### config.mk
export PLATFORM = sky130hd
export DESIGN_NAME = joystick_direction_and_button_qualifier
export DESIGN_NICKNAME = d
export VERILOG_FILES = /design/src/rtl/jdbq_pkg.sv /design/src/rtl/joystick_direction_and_button_qualifier.sv
export SDC_FILE = /design/constraint.sdc
export NUM_CORES = 1
export LEC_CHECK = 0
export BUFFER_PORTS_ARGS = -buffer_cell sky130_fd_sc_hd__buf_4
export CAP_MARGIN = 20
export CORE_AREA = 10 10 183 185
export DETAILED_ROUTE_END_ITERATION = 7
export DIE_AREA = 0 0 193 195
export GPL_ROUTABILITY_DRIVEN = 0
export PLACE_DENSITY = 0.68
export SLEW_MARGIN = 0
export SYNTH_ARGS = -nofsm -noshare
export SYNTH_HDL_FRONTEND = slang
export SYNTH_SLANG_ARGS = --single-unit
### constraint.sdc
create_clock -name clk_i -period 9 [get_ports clk_i]
set_input_delay 1.8 -clock clk_i [delete_from_list [all_inputs] [get_ports clk_i]]
set_output_delay 1.8 -clock clk_i [all_outputs]
set_load 0.01 [all_outputs]
### src/rtl/jdbq_pkg.sv
package jdbq_pkg;

  localparam int SampleBitsDefault = 12;
  localparam int CenterBits        = 12;
  localparam int DeadZoneBits      = 12;
  localparam int DebounceBits      = 16;
  localparam int TimeBits          = 32;
  localparam int EntropyBits       = 32;
  localparam int RatioNum          = 13;
  localparam int RatioDen          = 10;

  localparam int CfgIndexBits = 3;
  localparam int CfgDataBits  = 16;

  localparam logic [CfgIndexBits-1:0] REG_CENTER_X      = 3'd0;
  localparam logic [CfgIndexBits-1:0] REG_CENTER_Y      = 3'd1;
  localparam logic [CfgIndexBits-1:0] REG_DEAD_ZONE     = 3'd2;
  localparam logic [CfgIndexBits-1:0] REG_DEBOUNCE_TIME = 3'd3;
  localparam logic [CfgIndexBits-1:0] REG_FLIP_X        = 3'd4;
  localparam logic [CfgIndexBits-1:0] REG_FLIP_Y        = 3'd5;
  localparam logic [CfgIndexBits-1:0] REG_PRESSED_LEVEL = 3'd6;

  localparam logic [CenterBits-1:0]   CenterReset   = 12'd2048;
  localparam logic [DeadZoneBits-1:0] DeadZoneReset = 12'd400;
  localparam logic [DebounceBits-1:0] DebounceReset = 16'd20;

  localparam logic [1:0] KIND_NONE      = 2'd0;
  localparam logic [1:0] KIND_SELECT    = 2'd1;
  localparam logic [1:0] KIND_DIRECTION = 2'd2;

  localparam logic [1:0] MOVE_UP    = 2'd0;
  localparam logic [1:0] MOVE_DOWN  = 2'd1;
  localparam logic [1:0] MOVE_LEFT  = 2'd2;
  localparam logic [1:0] MOVE_RIGHT = 2'd3;

  localparam int OutDataBits = ((2 + EntropyBits + 7) / 8) * 8;

endpackage

### src/rtl/joystick_direction_and_button_qualifier.sv
// Joystick direction and button qualifier.
//
// Each input word on the s_axis channel is one poll: an x and a y sample, the
// raw button level and a millisecond timestamp. Each poll gives exactly one
// result word on the m_axis channel: the event kind in tuser, the direction
// and the new entropy register value in tdata.
// Configuration registers are written through the cfg channel, which is always
// ready; writes are to be made only while no poll is in flight.
// A poll is taken into an input register, classified by a single pass of
// compare and constant-multiply logic, and written to the result register
// together with the debounce and entropy state. The result word is valid once
// the poll has passed the input register and then the result register, and
// one poll per cycle is sustained unless the receiver stalls; the button
// state update in that single pass is what carries from one poll to the next.
// Reset clears both pipeline stages, loads the register reset values and
// sets the button history to the released level with a time stamp of zero.
// When the receiver stalls, the result word holds and the input register
// still takes one further poll; input ready then falls until the result is
// taken.
module joystick_direction_and_button_qualifier #(
  parameter int SAMPLE_BITS = jdbq_pkg::SampleBitsDefault
) (
  input  logic                                clk_i,
  input  logic                                rst_ni,
  input  logic                                s_axis_tvalid,
  output logic                                s_axis_tready,
  // sample_x, sample_y, button_raw, now_ms, zero fill
  input  logic [((2*SAMPLE_BITS+jdbq_pkg::TimeBits+1+7)/8)*8-1:0] s_axis_tdata,
  output logic                                m_axis_tvalid,
  input  logic                                m_axis_tready,
  // direction, entropy, zero fill
  output logic [jdbq_pkg::OutDataBits-1:0]    m_axis_tdata,
  // event_kind
  output logic [1:0]                          m_axis_tuser,
  input  logic                                cfg_valid_i,
  output logic                                cfg_ready_o,
  input  logic [jdbq_pkg::CfgIndexBits-1:0]   cfg_index_i,
  input  logic [jdbq_pkg::CfgDataBits-1:0]    cfg_data_i
);

  localparam int TW = jdbq_pkg::TimeBits;
  localparam int EW = jdbq_pkg::EntropyBits;
  localparam int MW = (SAMPLE_BITS > jdbq_pkg::CenterBits) ? SAMPLE_BITS
                                                           : jdbq_pkg::CenterBits;
  localparam int PW = MW + 4;
  localparam int InBits = 2 * SAMPLE_BITS + 1 + TW;
  localparam int InDataBits = ((InBits + 7) / 8) * 8;

  // Configuration registers
  logic [jdbq_pkg::CenterBits-1:0]   center_x_q, center_y_q;
  logic [jdbq_pkg::DeadZoneBits-1:0] dead_zone_q;
  logic [jdbq_pkg::DebounceBits-1:0] debounce_time_q;
  logic                              flip_x_q, flip_y_q, pressed_level_q;

  assign cfg_ready_o = 1'b1;

  always_ff @(posedge clk_i or negedge rst_ni) begin
    if (!rst_ni) begin
      center_x_q      <= jdbq_pkg::CenterReset;
      center_y_q      <= jdbq_pkg::CenterReset;
      dead_zone_q     <= jdbq_pkg::DeadZoneReset;
      debounce_time_q <= jdbq_pkg::DebounceReset;
      flip_x_q        <= 1'b0;
      flip_y_q        <= 1'b1;
      pressed_level_q <= 1'b0;
    end else if (cfg_valid_i) begin
      unique case (cfg_index_i)
        jdbq_pkg::REG_CENTER_X:      center_x_q      <= cfg_data_i[jdbq_pkg::CenterBits-1:0];
        jdbq_pkg::REG_CENTER_Y:      center_y_q      <= cfg_data_i[jdbq_pkg::CenterBits-1:0];
        jdbq_pkg::REG_DEAD_ZONE:     dead_zone_q     <= cfg_data_i[jdbq_pkg::DeadZoneBits-1:0];
        jdbq_pkg::REG_DEBOUNCE_TIME: debounce_time_q <= cfg_data_i;
        jdbq_pkg::REG_FLIP_X:        flip_x_q        <= cfg_data_i[0];
        jdbq_pkg::REG_FLIP_Y:        flip_y_q        <= cfg_data_i[0];
        jdbq_pkg::REG_PRESSED_LEVEL: pressed_level_q <= cfg_data_i[0];
        default: begin
        end
      endcase
    end
  end

  // Handshake and pipeline control
  logic in_v_q, out_v_q;
  logic advance;

  assign advance       = in_v_q && (!out_v_q || m_axis_tready);
  assign s_axis_tready = !in_v_q || advance;
  assign m_axis_tvalid = out_v_q;

  always_ff @(posedge clk_i or negedge rst_ni) begin
    if (!rst_ni) begin
      in_v_q  <= 1'b0;
      out_v_q <= 1'b0;
    end else begin
      if (s_axis_tready) begin
        in_v_q <= s_axis_tvalid;
      end
      if (advance) begin
        out_v_q <= 1'b1;
      end else if (m_axis_tready) begin
        out_v_q <= 1'b0;
      end
    end
  end

  // Input register
  logic [SAMPLE_BITS-1:0] sx_q, sy_q;
  logic                   level_q;
  logic [TW-1:0]          now_q;

  always_ff @(posedge clk_i) begin
    if (s_axis_tvalid && s_axis_tready) begin
      sx_q    <= s_axis_tdata[SAMPLE_BITS-1:0];
      sy_q    <= s_axis_tdata[2*SAMPLE_BITS-1:SAMPLE_BITS];
      level_q <= s_axis_tdata[2*SAMPLE_BITS];
      now_q   <= s_axis_tdata[InBits-1:2*SAMPLE_BITS+1];
    end
  end

  // Button and entropy state
  logic          last_level_q, last_level_d;
  logic          stable_pressed_q, stable_pressed_d;
  logic [TW-1:0] change_time_q, change_time_d;
  logic [EW-1:0] entropy_q, entropy_d;
  logic [TW-1:0] elapsed;
  logic          pressed, select_edge;

  always_comb begin
    last_level_d     = last_level_q;
    stable_pressed_d = stable_pressed_q;
    change_time_d    = change_time_q;
    select_edge      = 1'b0;
    elapsed          = now_q - change_time_q;
    pressed          = (level_q == pressed_level_q);
    if (level_q != last_level_q) begin
      last_level_d  = level_q;
      change_time_d = now_q;
    end else if (elapsed >= TW'(debounce_time_q)) begin
      select_edge      = pressed && !stable_pressed_q;
      stable_pressed_d = pressed;
    end
    entropy_d = {entropy_q[EW-2:0], sx_q[0] ^ sy_q[0]};
  end

  always_ff @(posedge clk_i or negedge rst_ni) begin
    if (!rst_ni) begin
      last_level_q     <= 1'b1;
      stable_pressed_q <= 1'b0;
      change_time_q    <= '0;
      entropy_q        <= '0;
    end else if (advance) begin
      last_level_q     <= last_level_d;
      stable_pressed_q <= stable_pressed_d;
      change_time_q    <= change_time_d;
      entropy_q        <= entropy_d;
    end
  end

  // Direction classification
  logic signed [MW:0] dx, dy, ndx, ndy;
  logic [MW-1:0]      ax, ay, dz;
  logic [PW-1:0]      ax_den, ay_den, ax_num, ay_num;
  logic               x_pos, y_pos, x_dom, y_dom, both_inside;
  logic [1:0]         kind_d, dir_d;

  always_comb begin
    dx     = $signed({1'b0, MW'(sx_q)}) - $signed({1'b0, MW'(center_x_q)});
    dy     = $signed({1'b0, MW'(sy_q)}) - $signed({1'b0, MW'(center_y_q)});
    ndx    = -dx;
    ndy    = -dy;
    ax     = dx[MW] ? ndx[MW-1:0] : dx[MW-1:0];
    ay     = dy[MW] ? ndy[MW-1:0] : dy[MW-1:0];
    dz     = MW'(dead_zone_q);
    ax_den = PW'(ax) * PW'(jdbq_pkg::RatioDen);
    ay_den = PW'(ay) * PW'(jdbq_pkg::RatioDen);
    ax_num = PW'(ax) * PW'(jdbq_pkg::RatioNum);
    ay_num = PW'(ay) * PW'(jdbq_pkg::RatioNum);
    x_pos  = !dx[MW] && (dx != '0);
    y_pos  = !dy[MW] && (dy != '0);
    x_dom  = ax_den >= ay_num;
    y_dom  = ay_den >= ax_num;
    both_inside = (ax < dz) && (ay < dz);

    kind_d = jdbq_pkg::KIND_NONE;
    dir_d  = jdbq_pkg::MOVE_UP;
    if (select_edge) begin
      kind_d = jdbq_pkg::KIND_SELECT;
    end else if (!both_inside) begin
      if (x_dom) begin
        if (ax >= dz) begin
          kind_d = jdbq_pkg::KIND_DIRECTION;
          dir_d  = (x_pos ^ flip_x_q) ? jdbq_pkg::MOVE_RIGHT : jdbq_pkg::MOVE_LEFT;
        end
      end else if (y_dom) begin
        if (ay >= dz) begin
          kind_d = jdbq_pkg::KIND_DIRECTION;
          dir_d  = (y_pos ^ flip_y_q) ? jdbq_pkg::MOVE_UP : jdbq_pkg::MOVE_DOWN;
        end
      end
    end
  end

  // Result register
  logic [1:0]    kind_q, dir_q;

  always_ff @(posedge clk_i) begin
    if (advance) begin
      kind_q <= kind_d;
      dir_q  <= dir_d;
    end
  end

  assign m_axis_tuser = kind_q;
  assign m_axis_tdata = jdbq_pkg::OutDataBits'({entropy_q, dir_q});

  // Assertions
  a_dir_up_without_direction: assert property (@(posedge clk_i) disable iff (!rst_ni)
    (m_axis_tvalid && (m_axis_tuser != jdbq_pkg::KIND_DIRECTION)) |->
      (m_axis_tdata[1:0] == jdbq_pkg::MOVE_UP))
    else $error("direction not up on a non-direction result");

  a_advance_fills_output: assert property (@(posedge clk_i) disable iff (!rst_ni)
    advance |=> m_axis_tvalid)
    else $error("result register not valid after a pipeline advance");

  a_entropy_shift: assert property (@(posedge clk_i) disable iff (!rst_ni)
    advance |=> (entropy_q[EW-1:1] == $past(entropy_q[EW-2:0])))
    else $error("entropy register did not shift by one");

  a_stall_blocks_input: assert property (@(posedge clk_i) disable iff (!rst_ni)
    !s_axis_tready |-> (in_v_q && m_axis_tvalid && !m_axis_tready))
    else $error("input ready low without a stalled full pipeline");

  a_unused_input_bits: assert property (@(posedge clk_i) disable iff (!rst_ni)
    (s_axis_tvalid && s_axis_tready) |-> (InDataBits >= InBits))
    else $error("input data word narrower than its fields");

endmodule

# Yosys cells after proc, flatten, opt, wreduce, memory -nomap -nowiden
# Index checks and enable logic that the tools add are counted.
# word_totals
input_bits,88
elab_cells,92
reg_bits,184
output_inout_bits,45
# classes
n_lt_le_gt_ge,7
muxes,17
multipliers,4
n_reduce_logical,27
add_sub_neg,5
bitwise,4
eq_ne,8
# op_table
operator,count
$ge 16x16->1,2
$ge 32x16->1,1
$mul 12x4->16 const B,2
$sub 32x32->32,1
$mul 12x3->15 const B,2
$reduce_bool 13->1,2
$sub 12x12->13,2
$ge 12x12->1,2
$lt 12x12->1,2
$mux 12,2
$neg 12->12,2
$reduce_and 2->1,8
$mux 2,6
$eq 3x3->1 const B,3
$mux 1,9
$eq 3x2->1 const B,2
$logic_and 1x1->1,6
$logic_not 1->1,5
$eq 3x1->1 const B,1
$logic_not 3->1,1
$reduce_and 3->1,1
$xor 1x1->1,3
$logic_or 1x1->1,2
$reduce_bool 2->1,1
other kinds (4),4

# Depth between registers and ports, before layout
# Gate-level depths: netlist of run 1.
# logic_depth
depth_word,8
ltp_mapped,39
ltp_nobuf,38

# Worst setup path before layout of run 1
# OpenSTA, ideal clock, no wires.
# synth_timing
kind,reg-to-reg
startpoint,register sy_q[0]
endpoint,"register dir_q[0], data pin"
setup_slack_ns,2.139
t_required_ns,8.743
period_less_slack_ns,6.861
arrival_time_ns,6.603
setup_ns,0.257
stages_incl_launch_ff,38
path_buffers,1
cell_sequence,edfxtp_1 > inv_1 > ha_1 > inv_1 > fa_1 > a211oi_1 > o21bai_1 > o22ai_1 > a2bb2oi_1 > a21boi_1 > o21ai_0 > nand2_1 > clkbuf_1 > nor2_1 > xor2_1 > ha_1 > fa_1 > ha_1 > [2 not listed] > inv_1 > o21ai_0 > a21oi_1 > o21ai_0 > a21oi_1 > o21a_1 > nor2_1 > xor2_1 > ha_1 > a21o_1 > a211oi_1 > o21ai_0 > nor2_1 > nand2_1 > o221ai_1 > nor2_1 > a22oi_1 > nor3_2
# synth_between
elab_chain_cells,8
word_cells_on_any_way,19
cone_classes,add/sub (2); mul (2); order compare (4); mux (5); bitwise (1); reduce/logical (5)
# synth_lines
item,line_no,text
"start, declared",joystick_direction_and_button_qualifier.sv:106,"logic [SAMPLE_BITS-1:0] sx_q, sy_q;"
"start signal, assigned",joystick_direction_and_button_qualifier.sv:113,sy_q <= s_axis_tdata[2*SAMPLE_BITS-1:SAMPLE_BITS];
$sub 12x12->13 (*),joystick_direction_and_button_qualifier.sv:167,"dy = $signed({1'b0, MW'(sy_q)}) - $signed({1'b0, MW'(center_y_q)});"
"parallel branches: the longest is 7 deep, another holds $ge 16x16->1",--,
"end signal, assigned",joystick_direction_and_button_qualifier.sv:208,dir_q <= dir_d;
"end, declared",joystick_direction_and_button_qualifier.sv:203,"logic [1:0] kind_q, dir_q;"
# Every way passes the cells marked *.
# A chain may end at the register's enable or synchronous reset.

# Final worst setup path of run 1
# Same ends and word-level chain as after synthesis.

==> flow_summary.toml, run 1 <==
[synthesis]
synth-seq-cells = 184
synth_cells = 1588
netlist-cell-type-count = 82
synth_edf_count = 61
synth-async-reset-ratio = 0.668
ys_top_cells_by_count = "211 x ha_1, 210 x inv_1, 199 x nand2_1"
netlist_area_sq_um = 14800
yosys_warnings = 0
synth.most_common_cell = "ha_1"
ys_seq_area_frac = 0.334
synth_area_leaders = "dfrtp_1 19%, ha_1 18%, edfxtp_1 12%"
synth_area_per_cell_sq_um = 9.29
synth_flop_cell = "dfrtp_1"
yosysTopAreaCell = "dfrtp_1"
yosys.area.top_type_share = 0.193

[drt]
drt_wl_total_um = 33200
vias = 11005
drc = 0
final_antenna_net_count = 0
wl_per_cell_um = 15.9
viasPerCell = 5.28
drtIter0Drc = 588
firstDrtPassIters = 5

[grt]
antenna_found_initial = 1
grt_pass1_vias = 10956
grtUsageTotal = 0.179
grt_pass1_wl_um = 54500
grt_max_degree = 70
overflow = 0

[clock_network]
worstSkewPairLatency_ns = 0.45
clock_sinks = 184
postCtsHoldBufs = 0
post_cts_resized = 0
path_clk_slew_ns = 0.08
numCtsBuffers = 17
cts-root-buf = "clkbuf_16"
post_cts_buffers = 0
cts_tree = "built"
htreeDepth = 4
clk_path_buf_depth = 2

[sta]
finClkSkew_ns = 0.0120
post-route-period-util = 0.914
slew_violations = 0
min_period_ns = 8.23
finalSetupViolCount = 0
setup_tns_ns = 0
final_hold_viol_count = 0
worst_slew_pin_slew_ns = 0.978
grt_setup_unrepaired = "no"
fmax_mhz = 122
max_slew_margin = 0.344

[floorplan]
die_x_um = 193
initial_utilization = 0.491
core_sq_um = 30000
fp-row-count = 64
boundaryPins = 133
die_h_um = 195
die-area_sq_um = 37600

[finish]
area_growth_pct = 11.5
antenna_cells = 0
drive_above_1_share = 0.150
nets = 1998

[critical_path]
critical_path_buf_inv_count = 5
worst_ep_arrival_time_ns = 8.52
cp-start-kind = "register"
cp_max_fo = 11
critPathRequiredTime_ns = 9.29
crit_family = "compound AO/OA/AOI/OAI gates"
slowest_delay_ns = 0.50
end_kind = "register"
slowest_stage = "fa_1"
crit_path_frequent_cell = "inv_1"
critical_path_class = "reg2reg"

[run]
maxCapViolations = 0

[place]
port_buffers = 118
hpwl_um = 26700

[worst_hold_path]
min-delay-path-class = "reg2reg"

[status]
status = "finished, final reports clean"
-- flip-flops by register name, summed over array words and instances (netlist names), 2 cells and up --
register,count
m_axis_tuser,2
dead_zone_q,12
change_time_q,32
entropy_q,32
dir_q,2
sx_q,12
center_y_q,12
now_q,32
debounce_time_q,16
center_x_q,12
sy_q,12
-- path summary, 6_finish.rpt --
kind / slack, ns / depth (start not counted) / endpoint / startpoint
max: 0.77 / 36 / dir_q[0] / sy_q[0]
min: 0.49 / 2 / entropy_q[31] / entropy_q[31]
max reg2reg: 0.77 / 36 / dir_q[0] / sy_q[0]
min reg2reg: 0.49 / 2 / entropy_q[31] / entropy_q[31]
max in group asynchronous: 6.23 / 2 / entropy_q[7] / rst_ni
min in group asynchronous: 1.39 / 1 / entropy_q[27] / rst_ni
-- layout by cell type, fill, tap and decap left out, types with 4 or more instances in the layout --
cell / instances
ha_1: 211
inv_1: 210
nand2_1: 199
buf_4: 126
dfrtp_1: 114
a21oi_1: 93
o21ai_0: 87
nor2_1: 72
xnor2_1: 66
edfxtp_1: 61
mux2_2: 54
xor2_1: 40
a21o_1: 36
fa_1: 23
nor3_1: 20
nand3_1: 19
nand2b_1: 19
clkbuf_16: 17
nor2b_1: 13
o21a_1: 12
nand4_1: 12
o21bai_1: 11
o211ai_1: 10
and3_1: 9
dfstp_2: 9
a211oi_1: 8
a31oi_1: 7
conb_1: 7
or3_1: 6
o41ai_1: 5
clkinv_4: 5
o21ai_1: 4
nor4_1: 4
o22ai_1: 4
or2_2: 4
a211o_1: 4
o31ai_1: 4
o2111ai_1: 4
-- tightest hold or removal path: stages (launching register included) --
cell     delay (ns)
dfrtp_1        0.35
nand2_1        0.05
nand2_1        0.06
-- cell families (layout without fill, tap and decap cells) --
kind of cell | Yosys count | count (layout) | share of synthesized area
other cells | 2 | 7 | 0.000509
xor+xnor | 109 | 109 | 0.0662
fa+ha+maj | 236 | 236 | 0.211
flops | 184 | 184 | 0.334
compound gates | 324 | 324 | 0.141
simple gates | 399 | 399 | 0.123
mux | 57 | 57 | 0.0432
buf+inv | 277 | 373 | 0.0807
-- routing by layer --
metal	track usage	vias up	wire (um)
met1	0.215	5220	14400
met2	0.322	160	17300
met4	0.0479	2	460
met3	0.0273	33	944
met5	0	-	13
li1	-	5590	-
-- stage by stage --
stage	hold slack [ns]	instances	utilization	cell area [sq um]	worst slack (ns)
floorplan	0.454	1593	-	14800	2.14
global placement	0.462	2051	0.527	15800	1.16
detailed placement	0.472	2051	0.527	15800	0.883
CTS	0.495	2083	0.547	16400	0.793
global route	0.524	2085	0.548	16500	0.0947
finish	0.492	2085	0.548	16500	0.772
-- layout make-up --
class | count | area (sq um)
Sequential cell | 184 | 4920
Timing Repair Buffer | 128 | 968
Inverter | 213 | 800
Multi-Input combinational cell | 1132 | 8680
Clock buffer | 17 | 425
Clock inverter | 15 | 168
Tap cell | 396 | 495
Fill cell | 2739 | 13600
Power of run 1 is not shown: default switching activity piles up to over one toggle a cycle in this logic, so the estimate is an artifact.
==> inputs of run 2 (changes only) <==
- clock period: 9 -> 8.61 ns (I/O delays scaled with it)
==> run 2 against run 1 <==
Setup slack worse by 0.00055 ns. Critical endpoint unchanged. Clock-buffer cell count up 2. Cell count about the same. Largest cell class unchanged. Maximum frequency up 5.0%. Critical path depth unchanged. Via count down 0.31%. Sequential cell count unchanged. First-iteration DRC count down 0.51%. Sequential share of layout area down 0.073 points.
==> flow_summary.toml, run 2 (synthesis gave the netlist of run 1 again) <==
[grt]
grt_pass1_vias = 11054
antenna_found_initial = 1
grt_pass1_wl_um = 55000
grtUsageTotal = 0.180
overflow = 0
grt_max_degree = 70

[clock_network]
cts-root-buf = "clkbuf_16"
htreeDepth = 4
path_clk_slew_ns = 0.07
post_cts_buffers = 0
worstSkewPairLatency_ns = 0.44
clock_sinks = 184
numCtsBuffers = 17
clk_path_buf_depth = 2
postCtsHoldBufs = 0
cts_tree = "built"

[sta]
final_hold_viol_count = 0
post-route-period-util = 0.910
finalSetupViolCount = 0
slew_violations = 0
finClkSkew_ns = 0.00925
min_period_ns = 7.84
grt_setup_unrepaired = "no"
max_slew_margin = 0.344
worst_slew_pin_slew_ns = 0.979
setup_tns_ns = 0
fmax_mhz = 128

[drt]
final_antenna_net_count = 0
vias = 10971
drtIter0Drc = 585
drt_wl_total_um = 33200
drc = 0
firstDrtPassIters = 5
viasPerCell = 5.26
wl_per_cell_um = 15.9

[critical_path]
cp-start-kind = "register"
slowest_delay_ns = 0.56
worst_ep_arrival_time_ns = 8.12
critical_path_class = "reg2reg"
critPathRequiredTime_ns = 8.89
cp_max_fo = 11
end_kind = "register"
slowest_stage = "fa_1"

[floorplan]
fp-row-count = 64
core_sq_um = 30000
die_h_um = 195
boundaryPins = 133
die-area_sq_um = 37600
initial_utilization = 0.491
die_x_um = 193

[place]
hpwl_um = 26600
port_buffers = 118

[finish]
nets = 1999
final_common_cell = "ha_1"
final_cell_mix = "211 x ha_1, 209 x inv_1, 198 x nand2_1"
reg.largest.list = "change_time_q: 32 flops, entropy_q: 32 flops, now_q: 32 flops"
area_growth_pct = 11.8
drive_above_1_share = 0.151

[run]
maxCapViolations = 0

[worst_hold_path]
min-delay-path-class = "reg2reg"

[status]
status = "finished, final reports clean"
run 2: path summary, 6_finish.rpt:
check	start	end	slack, ns	depth (start not counted)
worst max-delay path	sy_q[0]	dir_q[0]	0.77	36
worst min-delay path	entropy_q[31]	entropy_q[31]	0.49	2
worst max register to register	sy_q[0]	dir_q[0]	0.77	36
worst min register to register	entropy_q[31]	entropy_q[31]	0.49	2
max in group asynchronous	rst_ni	entropy_q[9]	5.93	2
min in group asynchronous	rst_ni	entropy_q[31]	1.31	1
run 2: critical path: cells and delay by family, from the launching register on:
family	cells	cell delay, ns
buf+inv	4	0.24
simple gates	5	0.68
compound gates	19	3.94
flops	1	0.40
fa+ha+maj	6	2.04
xor+xnor	2	0.40
run 2: metal layers:
layer | global-route usage | vias to the layer above | wire [um]
met5 | 0 | - | 0
met3 | 0.0282 | 29 | 963
met1 | 0.215 | 5212 | 14300
met2 | 0.326 | 143 | 17500
met4 | 0.0490 | 0 | 456
li1 | - | 5587 | -
run 2: area by class of cell:
class | count | area, sq um
diodes | 1 | 2.50
multi-input cells | 1132 | 8690
inverters | 213 | 800
clock inverters | 13 | 178
well taps | 396 | 495
fillers | 2737 | 13500
repair buffers | 129 | 980
clock buffers | 19 | 433
flip-flops and latches | 184 | 4920
run 2: timing repair:
item / CTS / global route
endpoints found under the hold margin: 0 / 0
setup endpoints to repair: 0 / 3
gates resized for setup: 0 / 3
run 2: metrics by stage:
stage	util	hold WS, ns	cells	setup WS, ns	instance area (sq um)
floorplan	-	0.454	1593	1.75	14800
global placement	0.527	0.462	2051	0.770	15800
detailed placement	0.527	0.472	2051	0.549	15800
CTS	0.548	0.489	2083	0.524	16400
global route	0.549	0.514	2087	0.0374	16500
finish	0.549	0.488	2087	0.772	16500
Power of run 2 is left out for the same reason.
==> inputs of run 3 (changes only) <==
--- a/config.mk
+++ b/config.mk
@@ -8,9 +8,8 @@
 export BUFFER_PORTS_ARGS = -buffer_cell sky130_fd_sc_hd__buf_4
 export CAP_MARGIN = 20
-export CORE_AREA = 10 10 183 185
+export CORE_AREA = 10 10 193 195
 export DETAILED_ROUTE_END_ITERATION = 7
-export DIE_AREA = 0 0 193 195
+export DIE_AREA = 0 0 203 205
 export GPL_ROUTABILITY_DRIVEN = 0
-export PLACE_DENSITY = 0.68
 export SLEW_MARGIN = 0
 export SYNTH_ARGS = -nofsm -noshare
==> constraint.sdc (replaced) <==
create_clock -name clk_i -period 8.61 [get_ports clk_i]
set_input_delay 0.861 -clock clk_i [delete_from_list [all_inputs] [get_ports clk_i]]
set_output_delay 0.861 -clock clk_i [all_outputs]
set_load 0.01 [all_outputs]
==> run 3 against run 2 <==
Die area increased by 11%. Design area increased by 0.47%. Sequential cell count unchanged. Maximum frequency about the same. Clock skew decreased by 0.00052 ns. Register-to-register slack about the same. Sequential share of layout area decreased by 0.14 points. Highest routed layer unchanged.
==> flow_summary.toml, run 3 (synthesis gave the netlist of run 1 again) <==
[drt]
drtIter0Drc = 449
drc = 0
viasPerCell = 5.08
firstDrtPassIters = 4
vias = 10869
drt_wl_total_um = 33600
wl_per_cell_um = 15.7
final_antenna_net_count = 0

[floorplan]
initial_utilization = 0.443
core_sq_um = 33300
boundaryPins = 133
die_h_um = 205
die-area_sq_um = 41600
die_x_um = 203
fp-row-count = 67

[clock_network]
numCtsBuffers = 17
postCtsHoldBufs = 0
post_cts_resized = 0
clock_sinks = 184
path_clk_slew_ns = 0.07
clk_path_buf_depth = 2
cts_tree = "built"
worstSkewPairLatency_ns = 0.43
post_cts_buffers = 0
htreeDepth = 4
cts-root-buf = "clkbuf_16"

[critical_path]
startpoint = "sy_q[0]"
cp_max_fo = 11
worst_ep_arrival_time_ns = 8.12
slowest_stage = "fa_1"
critPathRequiredTime_ns = 8.89
end_kind = "register"
cp-start-kind = "register"
slowest_delay_ns = 0.55
r2r-start = "sy_q[0]"
critical_path_class = "reg2reg"

[sta]
grt_setup_unrepaired = "no"
post-route-period-util = 0.910
max_slew_margin = 0.357
finClkSkew_ns = 0.00872
setup_tns_ns = 0
fmax_mhz = 128
finalSetupViolCount = 0
min_period_ns = 7.83
slew_violations = 0
final_hold_viol_count = 0
worst_slew_pin_slew_ns = 0.960

[finish]
nFillCells = 3133
nets = 2000
drive_above_1_share = 0.153
area_growth_pct = 12.3
multi_input_area_sq_um = 8690
final_cell_mix = "211 x ha_1, 209 x inv_1, 198 x nand2_1"
regArea_sq_um = 4920
final_common_cell = "ha_1"
reg.largest.list = "change_time_q: 32 flops, entropy_q: 32 flops, now_q: 32 flops"

[grt]
grt_max_degree = 69
antenna_found_initial = 1
grt_pass1_vias = 10953
overflow = 0
grtUsageTotal = 0.165
grt_pass1_wl_um = 55600

[place]
hpwl_um = 27200
port_buffers = 118

[status]
status = "finished, final reports clean"

[worst_hold_path]
min-delay-path-class = "in2async"

[run]
maxCapViolations = 0
run 3: changes by cell type in the layout (fill, tap and decap cells not counted), sizes merged:
cell / change
clkinvlp: -1
buf: +1
clkbuf: -1
clkinv: +3
inv: -1
run 3: metrics by stage:
stage               hold slack (ns)  worst slack, ns  instance area [sq um]  cells   util
CTS                           0.483            0.559                  16500   2138  0.497
global route                  0.503           0.0546                  16600   2139  0.498
global placement              0.466            0.742                  15900   2106  0.479
floorplan                     0.454             1.75                  14800   1593      -
detailed placement            0.470            0.591                  15900   2106  0.479
finish                        0.463            0.776                  16600   2140  0.498
run 3: routing by layer:
metal,vias to the layer above,GRT usage,routed length (um)
met5,-,0,0
met4,0,0.0512,669
met1,5141,0.196,14800
met3,30,0.0273,786
met2,111,0.299,17400
li1,5587,-,-
run 3: final timing paths:
path	endpoint	slack [ns]	cells after the start
min in group clk_i	m_axis_tvalid	0.48	1
setup reg to reg	dir_q[0]	0.78	36
max in group asynchronous	change_time_q[0]	6.75	2
setup / recovery	dir_q[0]	0.78	36
hold / removal	entropy_q[27]	0.46	1
hold reg to reg	m_axis_tvalid	0.48	1
run 3: layout make-up:
type,instances,area share
Multi-Input combinational cell,1132,0.524
Clock inverter,14,0.0111
Sequential cell,184,0.297
Inverter,213,0.0482
Tap cell,448,0.0338
Antenna cell,1,0.000151
Timing Repair Buffer,130,0.0591
Clock buffer,18,0.0265
run 3: worst max-delay path, delay by kind of cell (launching register included):
kind / cells / cell delay (ns)
simple gates: 5 / 0.65
buf+inv: 4 / 0.24
flops: 1 / 0.40
xor+xnor: 2 / 0.40
compound gates: 19 / 3.95
fa+ha+maj: 6 / 2.03
Power of run 3 is left out for the same reason.
